<file path="config.mk">
export PLATFORM = sky130hd
export DESIGN_NAME = servo_sync_write_framer_flat
export DESIGN_NICKNAME = d
export VERILOG_FILES = /design/src/rtl/ssw_pkg.sv /design/src/rtl/ssw_if.sv /design/src/rtl/ssw_front.sv /design/src/rtl/ssw_queue.sv /design/src/rtl/ssw_back.sv /design/src/rtl/servo_sync_write_framer.sv /design/src/flat_wrapper.sv
export VERILOG_INCLUDE_DIRS = /design/src /design/src/rtl
export SDC_FILE = /design/constraint.sdc
export NUM_CORES = 1
export LEC_CHECK = 0
export BUFFER_PORTS_ARGS = -buffer_cell sky130_fd_sc_hd__buf_2
export CAP_MARGIN = 20
export CORE_MARGIN = 2
export CORE_UTILIZATION = 60
export DETAILED_ROUTE_END_ITERATION = 8
export MAX_ROUTING_LAYER = met4
export PLACE_DENSITY = 0.8
export SLEW_MARGIN = 0
export SYNTH_ARGS = -nofsm -noshare
export SYNTH_HDL_FRONTEND = slang
export SYNTH_HIERARCHICAL = 1
export SYNTH_SLANG_ARGS = --single-unit
</file>
<file path="constraint.sdc">
create_clock -name clock -period 7.2 [get_ports clock]
set_input_delay 0.36 -clock clock [delete_from_list [all_inputs] [get_ports clock]]
set_output_delay 0.36 -clock clock [all_outputs]
set_load 0.01 [all_outputs]
</file>
<file path="src/rtl/servo_sync_write_framer_assert.svh">
// Assertion macros for the servo sync-write framer.
// Taken in by `include; no other dependencies.
`ifndef SERVO_SYNC_WRITE_FRAMER_ASSERT_SVH
`define SERVO_SYNC_WRITE_FRAMER_ASSERT_SVH
`ifndef ASSERT_OFF
// Checked while out of reset.
`define SSW_ASSERT(lbl, clk, rst, prop, msg) \
   lbl: assert property (@(posedge clk) disable iff (rst) prop) else $error(msg);
// Checked at every edge, reset included.
`define SSW_ASSERT_ALWAYS(lbl, clk, prop, msg) \
   lbl: assert property (@(posedge clk) prop) else $error(msg);
`else
`define SSW_ASSERT(lbl, clk, rst, prop, msg)
`define SSW_ASSERT_ALWAYS(lbl, clk, prop, msg)
`endif
`endif

</file>
<file path="src/rtl/ssw_pkg.sv">
// Shared types, constants and functions of the servo sync-write framer.
// No dependencies.
package ssw_pkg;

   // register indexes on the csr channel
   localparam logic [1:0] CSR_PACKET_ID     = 2'd0;
   localparam logic [1:0] CSR_START_ADDRESS = 2'd1;
   localparam logic [1:0] CSR_MOTOR_COUNT   = 2'd2;

   localparam logic [7:0]  PACKET_ID_RST     = 8'hFE;
   localparam logic [15:0] START_ADDRESS_RST = 16'h0070;
   localparam logic [4:0]  MOTOR_COUNT_RST   = 5'd4;

   localparam logic [7:0]  HDR_SYNC         = 8'hFF;
   localparam logic [7:0]  HDR_MARK         = 8'hFD;
   localparam logic [7:0]  HDR_RESERVED     = 8'h00;
   localparam logic [7:0]  INSTR_SYNC_WRITE = 8'h83;
   localparam logic [7:0]  ENTRY_DATA_LEN   = 8'h08;
   localparam logic [15:0] CRC_POLY         = 16'h8005;
   localparam logic [15:0] LEN_EXTRA        = 16'd7;

   // byte positions within the frame of one item (header, then entry)
   localparam logic [4:0]  FIRST_ENTRY_BYTE = 5'd12;
   localparam logic [4:0]  LAST_BYTE        = 5'd20;

   typedef struct packed {
      logic        hdr;
      logic        last;
      logic [7:0]  packet_id;
      logic [15:0] start_address;
      logic [15:0] length;
      logic [7:0]  motor_id;
      logic [31:0] profile_velocity;
      logic [31:0] goal_position;
   } desc_type;

   function automatic logic [15:0] crc_byte(input logic [15:0] crc, input logic [7:0] data);
      logic [15:0] c;
      c = crc ^ {data, 8'h00};
      for (int b = 0; b < 8; b++) begin
         if (c[15]) begin
            c = {c[14:0], 1'b0} ^ CRC_POLY;
         end else begin
            c = {c[14:0], 1'b0};
         end
      end
      return c;
   endfunction

   function automatic logic [7:0] frame_byte(input desc_type d, input logic [4:0] idx);
      logic [7:0] b;
      case (idx)
         5'd0, 5'd1: b = HDR_SYNC;
         5'd2:       b = HDR_MARK;
         5'd3:       b = HDR_RESERVED;
         5'd4:       b = d.packet_id;
         5'd5:       b = d.length[7:0];
         5'd6:       b = d.length[15:8];
         5'd7:       b = INSTR_SYNC_WRITE;
         5'd8:       b = d.start_address[7:0];
         5'd9:       b = d.start_address[15:8];
         5'd10:      b = ENTRY_DATA_LEN;
         5'd11:      b = 8'h00;
         5'd12:      b = d.motor_id;
         5'd13:      b = d.profile_velocity[7:0];
         5'd14:      b = d.profile_velocity[15:8];
         5'd15:      b = d.profile_velocity[23:16];
         5'd16:      b = d.profile_velocity[31:24];
         5'd17:      b = d.goal_position[7:0];
         5'd18:      b = d.goal_position[15:8];
         5'd19:      b = d.goal_position[23:16];
         5'd20:      b = d.goal_position[31:24];
         default:    b = 8'h00;
      endcase
      return b;
   endfunction

endpackage

</file>
<file path="src/rtl/ssw_if.sv">
// Channel interfaces of the servo sync-write framer: entry, byte and csr channels.
// No dependencies.
interface ssw_req_if;
   logic        valid;
   logic        ready;
   logic [7:0]  motor_id;
   logic [31:0] profile_velocity;
   logic [31:0] goal_position;
   modport source(output valid, motor_id, profile_velocity, goal_position, input ready);
   modport sink(input valid, motor_id, profile_velocity, goal_position, output ready);
endinterface

interface ssw_rsp_if;
   logic        valid;
   logic        ready;
   logic [7:0]  packet_byte;
   logic        packet_done;
   logic [15:0] crc_value;
   modport source(output valid, packet_byte, packet_done, crc_value, input ready);
   modport sink(input valid, packet_byte, packet_done, crc_value, output ready);
endinterface

interface ssw_csr_if;
   logic        valid;
   logic        ready;
   logic [1:0]  index;
   logic [15:0] data;
   modport source(output valid, index, data, input ready);
   modport sink(input valid, index, data, output ready);
endinterface

</file>
<file path="src/rtl/ssw_front.sv">
// Front end: csr registers, entry counting and classification of each entry beat.
// Uses ssw_pkg and the channel interfaces.
module ssw_front #(
   parameter int MAX_MOTORS = 16
) (
   input  logic              clock,
   input  logic              reset,
   ssw_req_if.sink           req_ch,
   ssw_csr_if.sink           csr_ch,
   output logic              push,
   output ssw_pkg::desc_type push_desc,
   input  logic              q_full
);
   logic [7:0]  packet_id_ff, packet_id_in;
   logic [15:0] start_address_ff, start_address_in;
   logic [4:0]  motor_count_ff, motor_count_in;
   logic [4:0]  entry_cnt_ff, entry_cnt_in;
   logic [4:0]  count_eff;
   logic        last;
   logic [15:0] length;

   assign csr_ch.ready = 1'b1;
   assign req_ch.ready = !q_full;
   assign push         = req_ch.valid && !q_full;

   always_comb begin
      packet_id_in     = packet_id_ff;
      start_address_in = start_address_ff;
      motor_count_in   = motor_count_ff;
      if (csr_ch.valid) begin
         case (csr_ch.index)
            ssw_pkg::CSR_PACKET_ID:     packet_id_in     = csr_ch.data[7:0];
            ssw_pkg::CSR_START_ADDRESS: start_address_in = csr_ch.data;
            ssw_pkg::CSR_MOTOR_COUNT:   motor_count_in   = csr_ch.data[4:0];
            default: ;
         endcase
      end
   end

   // zero counts as one, anything above the limit as the limit
   always_comb begin
      if (motor_count_ff == 5'd0) begin
         count_eff = 5'd1;
      end else if (motor_count_ff > 5'(MAX_MOTORS)) begin
         count_eff = 5'(MAX_MOTORS);
      end else begin
         count_eff = motor_count_ff;
      end
   end

   assign length = ({11'd0, count_eff} << 3) + {11'd0, count_eff} + ssw_pkg::LEN_EXTRA;
   assign last   = ({1'b0, entry_cnt_ff} + 6'd1) >= {1'b0, count_eff};

   always_comb begin
      entry_cnt_in = entry_cnt_ff;
      if (push) begin
         entry_cnt_in = last ? 5'd0 : entry_cnt_ff + 5'd1;
      end
   end

   always_comb begin
      push_desc.hdr              = (entry_cnt_ff == 5'd0);
      push_desc.last             = last;
      push_desc.packet_id        = packet_id_ff;
      push_desc.start_address    = start_address_ff;
      push_desc.length           = length;
      push_desc.motor_id         = req_ch.motor_id;
      push_desc.profile_velocity = req_ch.profile_velocity;
      push_desc.goal_position    = req_ch.goal_position;
   end

   always_ff @(posedge clock) begin
      if (reset) begin
         packet_id_ff     <= ssw_pkg::PACKET_ID_RST;
         start_address_ff <= ssw_pkg::START_ADDRESS_RST;
         motor_count_ff   <= ssw_pkg::MOTOR_COUNT_RST;
         entry_cnt_ff     <= 5'd0;
      end else begin
         packet_id_ff     <= packet_id_in;
         start_address_ff <= start_address_in;
         motor_count_ff   <= motor_count_in;
         entry_cnt_ff     <= entry_cnt_in;
      end
   end
endmodule

</file>
<file path="src/rtl/ssw_queue.sv">
// Two-entry descriptor queue between the front end and the byte sequencer.
// Uses ssw_pkg.
module ssw_queue (
   input  logic              clock,
   input  logic              reset,
   input  logic              push,
   input  ssw_pkg::desc_type push_desc,
   output logic              full,
   output logic              pop_valid,
   output ssw_pkg::desc_type pop_desc,
   input  logic              pop
);
   ssw_pkg::desc_type mem_ff [2];
   logic       wr_ptr_ff, wr_ptr_in;
   logic       rd_ptr_ff, rd_ptr_in;
   logic [1:0] cnt_ff, cnt_in;

   assign full      = (cnt_ff == 2'd2);
   assign pop_valid = (cnt_ff != 2'd0);
   assign pop_desc  = mem_ff[rd_ptr_ff];

   always_comb begin
      wr_ptr_in = push ? !wr_ptr_ff : wr_ptr_ff;
      rd_ptr_in = pop ? !rd_ptr_ff : rd_ptr_ff;
      cnt_in    = cnt_ff + {1'b0, push} - {1'b0, pop};
   end

   always_ff @(posedge clock) begin
      if (push) begin
         mem_ff[wr_ptr_ff] <= push_desc;
      end
   end

   always_ff @(posedge clock) begin
      if (reset) begin
         wr_ptr_ff <= 1'b0;
         rd_ptr_ff <= 1'b0;
         cnt_ff    <= 2'd0;
      end else begin
         wr_ptr_ff <= wr_ptr_in;
         rd_ptr_ff <= rd_ptr_in;
         cnt_ff    <= cnt_in;
      end
   end
endmodule

</file>
<file path="src/rtl/ssw_back.sv">
// Byte sequencer: walks header and entry bytes, runs the CRC, drives the byte channel.
// Uses ssw_pkg and the channel interfaces.
module ssw_back (
   input  logic              clock,
   input  logic              reset,
   input  logic              q_valid,
   input  ssw_pkg::desc_type q_desc,
   output logic              pop,
   ssw_rsp_if.source         rsp_ch
);
   logic        rsp_valid_ff, rsp_valid_in;
   logic [7:0]  rsp_byte_ff;
   logic        rsp_done_ff;
   logic [15:0] rsp_crc_ff;
   logic        started_ff, started_in;
   logic [4:0]  idx_ff, idx_in;
   logic [15:0] crc_ff, crc_in;
   logic [4:0]  cur_idx;
   logic [7:0]  cur_byte;
   logic [15:0] crc_base;
   logic        load;
   logic        entry_end;
   logic        done;

   // an entry without header starts at the motor id byte
   assign cur_idx   = started_ff ? idx_ff :
                      (q_desc.hdr ? 5'd0 : ssw_pkg::FIRST_ENTRY_BYTE);
   assign cur_byte  = ssw_pkg::frame_byte(q_desc, cur_idx);
   assign crc_base  = (cur_idx == 5'd0) ? 16'd0 : crc_ff;
   assign crc_in    = load ? ssw_pkg::crc_byte(crc_base, cur_byte) : crc_ff;
   assign load      = q_valid && (!rsp_valid_ff || rsp_ch.ready);
   assign entry_end = (cur_idx == ssw_pkg::LAST_BYTE);
   assign done      = entry_end && q_desc.last;
   assign pop       = load && entry_end;

   assign started_in   = load ? !entry_end : started_ff;
   assign idx_in       = load ? cur_idx + 5'd1 : idx_ff;
   assign rsp_valid_in = load ? 1'b1 : (rsp_ch.ready ? 1'b0 : rsp_valid_ff);

   assign rsp_ch.valid       = rsp_valid_ff;
   assign rsp_ch.packet_byte = rsp_byte_ff;
   assign rsp_ch.packet_done = rsp_done_ff;
   assign rsp_ch.crc_value   = rsp_crc_ff;

   always_ff @(posedge clock) begin
      if (load) begin
         rsp_byte_ff <= cur_byte;
         rsp_done_ff <= done;
         rsp_crc_ff  <= done ? crc_in : 16'd0;
      end
   end

   always_ff @(posedge clock) begin
      if (reset) begin
         rsp_valid_ff <= 1'b0;
         started_ff   <= 1'b0;
         idx_ff       <= 5'd0;
         crc_ff       <= 16'd0;
      end else begin
         rsp_valid_ff <= rsp_valid_in;
         started_ff   <= started_in;
         idx_ff       <= idx_in;
         crc_ff       <= crc_in;
      end
   end
endmodule

</file>
<file path="src/rtl/servo_sync_write_framer.sv">
// Servo sync-write framer: one motor entry beat in, packet bytes out, one byte a cycle
// unless stalled. req_ch carries motor_id, profile_velocity and goal_position; rsp_ch
// carries one packet byte per beat; packet_done marks the final byte, and crc_value
// then holds the CRC-16 (poly 0x8005, init 0) over every byte of the packet, else 0.
// csr_ch writes packet_id (index 0), start_address (1) and motor_count (2); always
// ready. Users must see it is written only while the framer is idle; nothing checks it.
// The first entry of a packet produces 21 bytes (12-byte header plus entry), the
// others 9. The byte sequencer emits one byte per cycle unless the output stalls;
// the rate is set by the single byte-wide output.
// An accepted entry goes into the queue, then its first byte into the output register.
// A two-deep entry queue lets the front accept entries while bytes are stalled.
// While rsp_ch.ready is low a pending byte holds, the sequencer stops, and once the
// queue is full req_ch.ready drops.
// Reset (synchronous) restores the register defaults (254, 112, 4), empties the
// queue and output, and starts the next entry as the first of a packet.
`include "servo_sync_write_framer_assert.svh"
module servo_sync_write_framer #(
   parameter int MAX_MOTORS = 16
) (
   input logic       clock,
   input logic       reset,
   ssw_req_if.sink   req_ch,
   ssw_rsp_if.source rsp_ch,
   ssw_csr_if.sink   csr_ch
);
   logic              push;
   ssw_pkg::desc_type push_desc;
   logic              q_full;
   logic              q_valid;
   ssw_pkg::desc_type q_desc;
   logic              pop;
   logic              crc_clean;

   ssw_front #(
      .MAX_MOTORS(MAX_MOTORS)
   ) u_front (
      .clock     (clock),
      .reset     (reset),
      .req_ch    (req_ch),
      .csr_ch    (csr_ch),
      .push      (push),
      .push_desc (push_desc),
      .q_full    (q_full)
   );

   ssw_queue u_queue (
      .clock     (clock),
      .reset     (reset),
      .push      (push),
      .push_desc (push_desc),
      .full      (q_full),
      .pop_valid (q_valid),
      .pop_desc  (q_desc),
      .pop       (pop)
   );

   ssw_back u_back (
      .clock   (clock),
      .reset   (reset),
      .q_valid (q_valid),
      .q_desc  (q_desc),
      .pop     (pop),
      .rsp_ch  (rsp_ch)
   );

   assign crc_clean = rsp_ch.packet_done || (rsp_ch.crc_value == 16'd0);

   `SSW_ASSERT(a_pop_nonempty, clock, reset, pop |-> q_valid, "pop from empty queue")
   `SSW_ASSERT(a_push_not_full, clock, reset, push |-> !q_full, "push into full queue")
   `SSW_ASSERT_ALWAYS(a_reset_idle, clock, reset |=> !rsp_ch.valid, "byte valid after reset")
   `SSW_ASSERT(a_crc_only_done, clock, reset, rsp_ch.valid |-> crc_clean, "crc on non-final byte")
endmodule

</file>
<file path="src/flat_wrapper.sv">
// flat-port wrapper written by rule: the top's interface ports become plain ports
module servo_sync_write_framer_flat 
#(
   parameter int MAX_MOTORS = 16
)
  (clock, reset, req_ch_valid, req_ch_motor_id, req_ch_profile_velocity, req_ch_goal_position, req_ch_ready, rsp_ch_valid, rsp_ch_packet_byte, rsp_ch_packet_done, rsp_ch_crc_value, rsp_ch_ready, csr_ch_valid, csr_ch_index, csr_ch_data, csr_ch_ready);
  ssw_req_if req_ch_i ();
  ssw_rsp_if rsp_ch_i ();
  ssw_csr_if csr_ch_i ();
  input logic clock;
  input logic reset;
  input wire logic [$bits(req_ch_i.valid)-1:0] req_ch_valid;
  input wire logic [$bits(req_ch_i.motor_id)-1:0] req_ch_motor_id;
  input wire logic [$bits(req_ch_i.profile_velocity)-1:0] req_ch_profile_velocity;
  input wire logic [$bits(req_ch_i.goal_position)-1:0] req_ch_goal_position;
  output wire logic [$bits(req_ch_i.ready)-1:0] req_ch_ready;
  output wire logic [$bits(rsp_ch_i.valid)-1:0] rsp_ch_valid;
  output wire logic [$bits(rsp_ch_i.packet_byte)-1:0] rsp_ch_packet_byte;
  output wire logic [$bits(rsp_ch_i.packet_done)-1:0] rsp_ch_packet_done;
  output wire logic [$bits(rsp_ch_i.crc_value)-1:0] rsp_ch_crc_value;
  input wire logic [$bits(rsp_ch_i.ready)-1:0] rsp_ch_ready;
  input wire logic [$bits(csr_ch_i.valid)-1:0] csr_ch_valid;
  input wire logic [$bits(csr_ch_i.index)-1:0] csr_ch_index;
  input wire logic [$bits(csr_ch_i.data)-1:0] csr_ch_data;
  output wire logic [$bits(csr_ch_i.ready)-1:0] csr_ch_ready;
  assign req_ch_i.valid = req_ch_valid;
  assign req_ch_i.motor_id = req_ch_motor_id;
  assign req_ch_i.profile_velocity = req_ch_profile_velocity;
  assign req_ch_i.goal_position = req_ch_goal_position;
  assign req_ch_ready = req_ch_i.ready;
  assign rsp_ch_valid = rsp_ch_i.valid;
  assign rsp_ch_packet_byte = rsp_ch_i.packet_byte;
  assign rsp_ch_packet_done = rsp_ch_i.packet_done;
  assign rsp_ch_crc_value = rsp_ch_i.crc_value;
  assign rsp_ch_i.ready = rsp_ch_ready;
  assign csr_ch_i.valid = csr_ch_valid;
  assign csr_ch_i.index = csr_ch_index;
  assign csr_ch_i.data = csr_ch_data;
  assign csr_ch_ready = csr_ch_i.ready;
  servo_sync_write_framer #(.MAX_MOTORS(MAX_MOTORS)) u_core (.clock(clock), .reset(reset), .req_ch(req_ch_i), .rsp_ch(rsp_ch_i), .csr_ch(csr_ch_i));
endmodule
</file>
---- Word-level counts from Yosys, hierarchy flattened ----
Memories as Yosys holds them, arrays and structs flattened. A register that Yosys moved wholly into a read port is not among the register bits.
Index checks and enable logic that the tools add are counted.
word-level totals
  bits in registers ....................... 86
  memory bits (writable) .................. 216
  logic and storage cells ................. 96
  memories kept ........................... 1
operators by class
  $add $sub $neg .......................... 7
  magnitude comparators ................... 2
  equality and inequality tests ........... 21
  mux-type cells .......................... 22
  bitwise logic cells ..................... 9
  reduce and logical (&&, ||, !) cells .... 20
memory list
  memory                 words  width  rd ports  clocked after Yosys merged registers in  write ports  RTL line         source
  u_core.u_queue.mem_ff  2      108    1         1                                        1            ssw_queue.sv:13  ssw_pkg::desc_type mem_ff [2];
operators by type and width
  operator                number
  $mux W16                10
  $pmux W8 S18            1
  $eq A5 B4 Y1 const B    7
  $eq A5 B5 Y1 const B    5
  $not A3 Y3              8
  $eq A5 B3 Y1 const B    4
  $mux W5                 4
  $xor A16 B16 Y16        1
  $logic_not A5 Y1        3
  $add A5 B1 Y5 const B   2
  $add A9 B3 Y10 const B  1
  $add A8 B5 Y9           1
  $add A5 B1 Y6 const B   1
  $ge A6 B5 Y1            1
  $mux W1                 6
  $reduce_and A2 Y1       3
  $eq A5 B1 Y1 const B    1
  $eq A5 B2 Y1 const B    1
  $gt A5 B5 Y1 const B    1
  $logic_not A1 Y1        5
  $eq A2 B2 Y1 const B    2
  $logic_and A1 B1 Y1     4
  $mux W4                 1
  $reduce_bool A2 Y1      2
  6 further kinds         6

---- Depth between registers and ports, before layout ----
Gate-level depths: netlist (run 1).
  word-level depth ........................ 23
  gate-level depth with buffers ........... 14
  mapped depth without buffers ............ 12

---- Hierarchy ----
The synthesis (run 1) kept the hierarchy.
by module, submodules not included
  module     instances  cells each  area each (sq um)
  ssw_queue  1          376         8693.3
  ssw_back   1          399         3597.2
  ssw_front  1          273         2238.4

---- Worst setup path after synthesis (run 1) ----
No wires, ideal clock.
  path type ............................... reg2reg
  from .................................... register u_core.u_queue.cnt_ff[1]
  to ...................................... memory u_core/u_queue/mem_ff[0][0] in the netlist's numbering (enable)
  setup time .............................. 0.602 ns
  arrival ................................. 5.798 ns
  path slack .............................. 0.800 ns
  stages on the path, launching flop included .. 4
  path buffers ............................ 0
  cell sequence ........................... dfxtp_1 -> nor2b_1 -> nor2b_1 -> nor2b_1
on the way
  cells in the longest elaborated chain, start to end .. 5
RTL lines
  element                        RTL line                       source
  from (decl)                    ssw_queue.sv:16                logic [1:0] cnt_ff, cnt_in;
  from (signal assigned)         ssw_queue.sv:42                cnt_ff <= cnt_in;
  $eq A2 B2 Y1                   ssw_queue.sv:18                assign full = (cnt_ff == 2'd2);
  named net u_core.q_full        servo_sync_write_framer.sv:28  logic q_full;
  $logic_not A1 Y1               ssw_front.sv:24                assign push = req_ch.valid && !q_full;
  $logic_and A1 B1 Y1            ssw_front.sv:24
  named net u_core.push          servo_sync_write_framer.sv:26  logic push;
  $mux W1                        ssw_queue.sv:29                if (push) begin
  $mux W1 (not written as such)  ssw_queue.sv:30                mem_ff[wr_ptr_ff] <= push_desc;
  to (decl)                      ssw_queue.sv:13
The timed path passes the listed nets, and every way through them passes these cells.

==> results of run 1 <==
-- power by group through the flow --
stage	combinational (mW)	clock (mW)	sequential [mW]
2_1_floorplan	0.600	0	2.27
4_1_cts	0.796	1.60	2.24
3_5_place_dp	0.769	0	2.27
5_1_grt	0.871	1.67	2.25
6_report	0.806	1.57	2.24
3_3_place_gp	0.748	0	2.27
-- sequential cells by signal, indices dropped and copies added, names as in the netlist, named ones only --
signal / flops
u_core/u_queue/mem_ff: 228
u_core/u_queue/cnt_ff: 2
u_core/u_back/crc_ff: 16
u_core/u_queue/wr_ptr_ff: 1
u_core/u_back/rsp_ch.valid: 1
u_core/u_back/rsp_ch.packet_byte: 8
u_core/u_front/packet_id_ff: 8
u_core/u_back/idx_ff: 5
u_core/u_queue/rd_ptr_ff: 1
u_core/u_back/rsp_ch.packet_done: 1
u_core/u_front/start_address_ff: 16
u_core/u_front/motor_count_ff: 5
u_core/u_back/started_ff: 1
u_core/u_back/rsp_ch.crc_value: 16
u_core/u_front/entry_cnt_ff: 5
-- cells in the mapped netlist, types with 9 or more instances --
cell	instances
a211o_1	10
a21oi_1	43
and2_1	11
and3_1	15
buf_2	16
buf_4	85
buf_6	11
clkbuf_1	18
dfxtp_1	62
edfxtp_1	253
ha_1	13
inv_1	26
mux2_2	56
mux2_4	61
mux2i_1	14
nand2_1	67
nand3_1	19
nand3b_1	12
nand4_1	9
nor2_1	61
nor2b_1	19
o21ai_0	11
xnor2_1	19
xor2_1	15
-- per-layer routing --
layer  global-route usage, %  wire length [µm]  vias up
met4                   9.174              1147        0
met2                   40.04             15190      401
met3                   3.766              2108       83
met1                   32.05             12640     4220
li1                        -                 -     3961
met5                       -                 0        -
-- stage by stage --
stage	cell area (µm²)	power, mW
6_report	16290	4.618
5_1_grt	16290	4.795
4_1_cts	16260	4.629
3_5_place_dp	14690	3.042
3_3_place_gp	14690	3.013
2_1_floorplan	14560	2.868
-- worst max-delay path, cell delays in order, from the launching register on --
cell and delay, ns:
dfxtp_4 0.92, buf_4 0.56, mux2_4 0.34, and3b_1 0.15, o21ai_0 0.21, nand4_1 0.13
nor3_1 0.56, xor3_2 0.51, xnor3_1 0.40, xnor3_1 0.21, o21a_1 0.14, nor2_1 0.04
-- worst max path at each step --
| stage | from | to | slack, ns | cells past startpoint |
|---|---|---|---|---|
| final | flop | u_core/u_back/rsp_ch.crc_value[15] | 2.68 | 11 |
| after CTS | flop | u_core/u_back/rsp_ch.crc_value[0] | 2.73 | 10 |
| after global placement | flop | u_core/u_back/rsp_ch.crc_value[1] | 2.81 | 10 |
| after floorplan | u_core/u_queue/cnt_ff[1] | u_core/u_queue/mem_ff[0][0] | 0.80 | 3 |
| after detailed placement | flop | u_core/u_back/rsp_ch.crc_value[0] | 2.72 | 10 |
| after global routing | flop | u_core/u_back/rsp_ch.crc_value[0] | 2.37 | 10 |
-- timing repair --
item,in CTS,in global routing
setup endpoints to repair,0,0
hold buffers,57,0
resized for setup,0,0
endpoints found under the hold margin,110,0
-- cell type report --
| cell class | instances | area (µm²) | share of cell area [%] |
|---|---|---|---|
| sequential | 315 | 8842 | 54.28 |
| multi-input combinational | 578 | 4651 | 28.55 |
| timing repair buffer | 192 | 1291 | 7.926 |
| clock buffer | 40 | 829.5 | 5.092 |
| tap | 319 | 399.1 | 2.450 |
| clock inverter | 17 | 177.7 | 1.091 |
| inverter | 26 | 97.59 | 0.5991 |
| antenna | 1 | 2.502 | 0.01536 |
-- cells by family after synthesis --
kind of cell	after synthesis
and+or+nand+nor	260
DFF	315
AOI/OAI and AO/OA	122
other	2
xor gates and xnor gates	40
muxes	134
adders and majority gates	13
buffers and inverters	162
==> flow_summary.yaml, run 1 <==
global_routing:
  grt-ovfl-total: 0
  grt_max_degree: 80
  grtUsageTotal_pct: 24.78
  grt_first_pass_wirelength_um: 47840
  antenna_found_initial: 1
  grt_pass1_vias: 8668
worst_setup_path:
  cp.arrival_ns: 4.80
  r2r_slack_ns: 2.68
  crit_type: "reg -> reg"
  ff2ff_path_depth: 11
  worstSetupStartpointType: "flop"
  cp_max_fo: 52
  cp.required_ns: 7.48
  rr_endpoint: "u_core/u_back/rsp_ch.crc_value[15]"
  endpoint_kind: "flop"
cells_and_area:
  fin_util_pct: 68.99
  layout_commonest_cell: "edfxtp_1"
  area_delta_synth_final_pct: 12.13
  mostFrequentLayoutCells: "edfxtp_1, buf_2, nand2_1"
  num-fill-cells: 1586
  nets: 1252
  finalNonFillerCells: 1488
  drive_above_1_share_pct: 27.65
floorplan:
  core_um2: 23610
  start_util_pct: 61.53
  io_pins: 123
  dieArea_um2: 25480
  die_width_um: 159.6
  dieHeight_um: 159.6
  placementRows: 56
routing:
  routed-via-count: 8665
  firstDrtPassIters: 6
  routed_wl_um: 31080
  route.detailed.drc: 0
  drt_iter0_markers: 863
  viasPerCell: 5.823
  avgRoutedWirePerCell_um: 20.89
  ant_nets: 0
cts:
  cts.path.max_buffers: 3
  worstSkewPairLatency_ns: 0.55
  cts_setup_buffers: 0
  cts.sinks: 315
  htree_levels: 1
  clockRootBuffer: "clkbuf_16"
  cts_buffers: 31
  cts.clk_slew.worst_paths_ns: 0.06
  cts_tree: "done"
power:
  pwr-share-clk_pct: 34.1
  switching_share_pct: 25.46
  max-vdd-ir-drop_mv: 0.1676
  combPwrFrac_pct: 17.5
  p_per_area_nw_per_um2: 283.5
  seqPwrFrac_pct: 48.5
  internal_power_mw: 3.443
  p_leak_nw: 6.019
  p_sw_mw: 1.176
logic_synthesis:
  seq_area_frac_synth_pct: 60.83
  synth_edf_count: 253
  yosysWarningCount: 6
  synth_area_leaders: "edfxtp_1, dfxtp_1, mux2_4, buf_4, mux2_2"
  yosysTopAreaCellShare_pct: 52.29
  synth_xor_area_share_pct: 2.962
  synthSimpleGateAreaFrac_pct: 9.886
  synthAdderAreaFrac_pct: 1.120
  syn_area_um2: 14530
  synth-async-reset-ratio_pct: 0
  synth_top_family_by_area: "multiplexers"
  netlist_instances: 1048
  ys.flop_type: "edfxtp_1"
  synth-seq-cells: 315
  yosys.area.top_type: "edfxtp_1"
  avgSynthCellArea_um2: 13.86
  synth_mux_area_share_pct: 11.92
  synth_compound_area_share_pct: 5.822
  synth_cell_type_count: 85
timing:
  worstMarginPinSlew_ns: 1.084
  drv_slew: 0
  layout_min_cycle_time_ns: 4.518
  layout_setup_ws_ns: 2.682
  slew_headroom_pct: 27.75
  period_share_pct: 62.75
  rsz0062_at_grt: "false"
  timing.hold.ws_ns: 0.01354
  max_freq_mhz: 221.4
  finalSetupTns_ns: 0
  setup_violations: 0
  finClkSkew_ns: 0.01156
  hold_viol_final: 0
outcome:
  status: "completed"
hold_path:
  holdPathEnd: "u_core/u_queue/mem_ff[1][35]"
  min_from: "req_ch_profile_velocity[3]"
  hold_class: "in -> reg"
  whs_path_depth: 1
placed_design:
  place_ws_ns: 2.723
  dpl.cell_count: 1371
  dpl.hpwl_um: 19990
  gp_congestion: 0.9488
  io_buffers: 121
job:
  drv_cap: 0
(Power assumes the default switching activity.)
==> run 2: changes to the inputs <==
CORE_UTILIZATION = 54   (was 60)
PLACE_DENSITY = 0.76   (was 0.8)
clock period = 3.7 ns   (was 7.2 ns; I/O delays follow)
==> run 2 against run 1 <==
Non-clock buffer count increased by 62. Clock-buffer cell count unchanged. Total power increased by 97%.
==> flow_summary.yaml, run 2 (synthesis results as in run 1) <==
worst_setup_path:
  crit_type: "reg -> reg"
  endpoint_kind: "flop"
  worstSetupStartpointType: "flop"
  cp.required_ns: 3.98
  ff2ff_path_depth: 12
  cp.arrival_ns: 3.90
  cp_max_fo: 19
global_routing:
  antenna_found_initial: 0
  grt_first_pass_wirelength_um: 48390
  grt_max_degree: 59
  grtUsageTotal_pct: 23.01
  grt-ovfl-total: 0
  grt_pass1_vias: 8743
routing:
  viasPerCell: 5.549
  routed-via-count: 8723
  ant_nets: 0
  firstDrtPassIters: 5
  route.detailed.drc: 0
  routed_wl_um: 31900
  avgRoutedWirePerCell_um: 20.29
  drt_iter0_markers: 712
floorplan:
  start_util_pct: 54.52
  io_pins: 123
  dieArea_um2: 28230
  placementRows: 60
  dieHeight_um: 168.0
  core_um2: 26650
  die_width_um: 168.0
cells_and_area:
  nets: 1314
  seqCellArea_um2: 8842
  mostFrequentLayoutCells: "edfxtp_1, buf_2, dlygate4sd3_1, nand2_1"
  area_delta_synth_final_pct: 16.89
  multi_input_area_um2: 4676
  drive_above_1_share_pct: 29.00
  fin_util_pct: 63.72
  num-fill-cells: 1923
  top_register: "u_core/u_queue/mem_ff"
  antenna_cells: 0
  largest_reg_flops: 228
  layout_commonest_cell: "edfxtp_1"
  final_area_um2: 16980
  finalNonFillerCells: 1572
cts:
  worstSkewPairLatency_ns: 0.57
  clockRootBuffer: "clkbuf_16"
  cts_tree: "done"
  cts.clk_slew.worst_paths_ns: 0.07
  cts.sinks: 315
  htree_levels: 1
  cts.path.max_buffers: 3
  cts_buffers: 31
power:
  p_sw_mw: 2.348
  max-vdd-ir-drop_mv: 0.3501
  pwr-share-clk_pct: 33.6
  power_mw: 9.104
  internal_power_mw: 6.757
  p_leak_nw: 6.349
  switching_share_pct: 25.78
  combPwrFrac_pct: 19.0
  p_per_area_nw_per_um2: 536.1
  seqPwrFrac_pct: 47.4
timing:
  period_share_pct: 97.76
  slew_headroom_pct: 46.52
  drv_slew: 0
  worstMarginPinSlew_ns: 0.8005
  setup_violations: 0
  layout_min_cycle_time_ns: 3.617
  hold_viol_final: 0
  layout_setup_ws_ns: 0.08278
  finClkSkew_ns: 0.02267
  max_freq_mhz: 276.5
job:
  drv_cap: 0
outcome:
  status: "completed"
hold_path:
  hold_class: "in -> reg"
  min_from: "csr_ch_index[0]"
  whs_path_depth: 4
placed_design:
  gp_congestion: 0.9925
  placed_area_um2: 15070
  dpl.hpwl_um: 21330
  io_buffers: 121
  dpl.cell_count: 1425
  place_ws_ns: 0.1097
==> run 2: worst max-delay path: stages (launching register included) <==
cell and delay [ns]:
dfxtp_4 0.47, buf_12 0.23, mux2_4 0.33, and3b_1 0.17, o21ai_0 0.35, nand4_1 0.19, nor3_1 0.31, buf_4 0.19
xor3_2 0.34, xnor3_1 0.38, xnor3_1 0.20, o21a_1 0.13, nor2_1 0.04
==> run 2: what timing repair did <==
| action | 4_1_cts | 5_1_grt |
|---|---|---|
| hold buffers | 89 | 0 |
| hold endpoints to repair | 173 | 0 |
| resized for setup | 0 | 6 |
| buffers inserted | 0 | 0 |
| setup endpoints to repair | 0 | 2 |
==> run 2: final timing paths <==
path,end,slack [ns]
worst min-delay path,u_core/u_front/packet_id_ff[6],0.1
worst max-delay path,u_core/u_back/rsp_ch.crc_value[15],0.08
worst max register to register,u_core/u_back/rsp_ch.crc_value[15],0.08
worst min register to register,u_core/u_queue/mem_ff[0][89],0.45
==> run 2: power by group through the flow <==
stage	Sequential [mW]	Combinational (mW)	Clock (mW)
5_1_grt	4.34	1.87	3.23
3_3_place_gp	4.38	1.59	0
4_1_cts	4.32	1.71	3.08
6_report	4.32	1.73	3.05
2_1_floorplan	4.39	1.17	0
3_5_place_dp	4.39	1.62	0
==> run 2: cell type report <==
type,count,share of cell area (%)
inverters,26,0.5747
clock buffers,40,4.944
well taps,341,2.512
clock inverters,18,0.9504
flip-flops and latches,315,52.07
repair buffers,254,11.42
multi-input cells,578,27.53
==> run 2: per-stage QoR <==
stage | setup TNS [ns] | hold slack (ns)
floorplan | 0 | 0.2566
global placement | 0 | 0.3732
detailed placement | 0 | 0.3767
CTS | 0 | 0.07598
global route | -0.005886 | 0.1272
finish | 0 | 0.09549
==> run 2: per-layer routing <==
metal / track usage (%) / wire, µm / vias up / share of wire [%]
met4: 8.960 / 1136 / 0 / 3.6
met5: - / 0 / - / 0
li1: - / - / 4070 / -
met2: 37.93 / 15540 / 308 / 49
met1: 28.77 / 13270 / 4262 / 42
met3: 3.691 / 1949 / 83 / 6.1
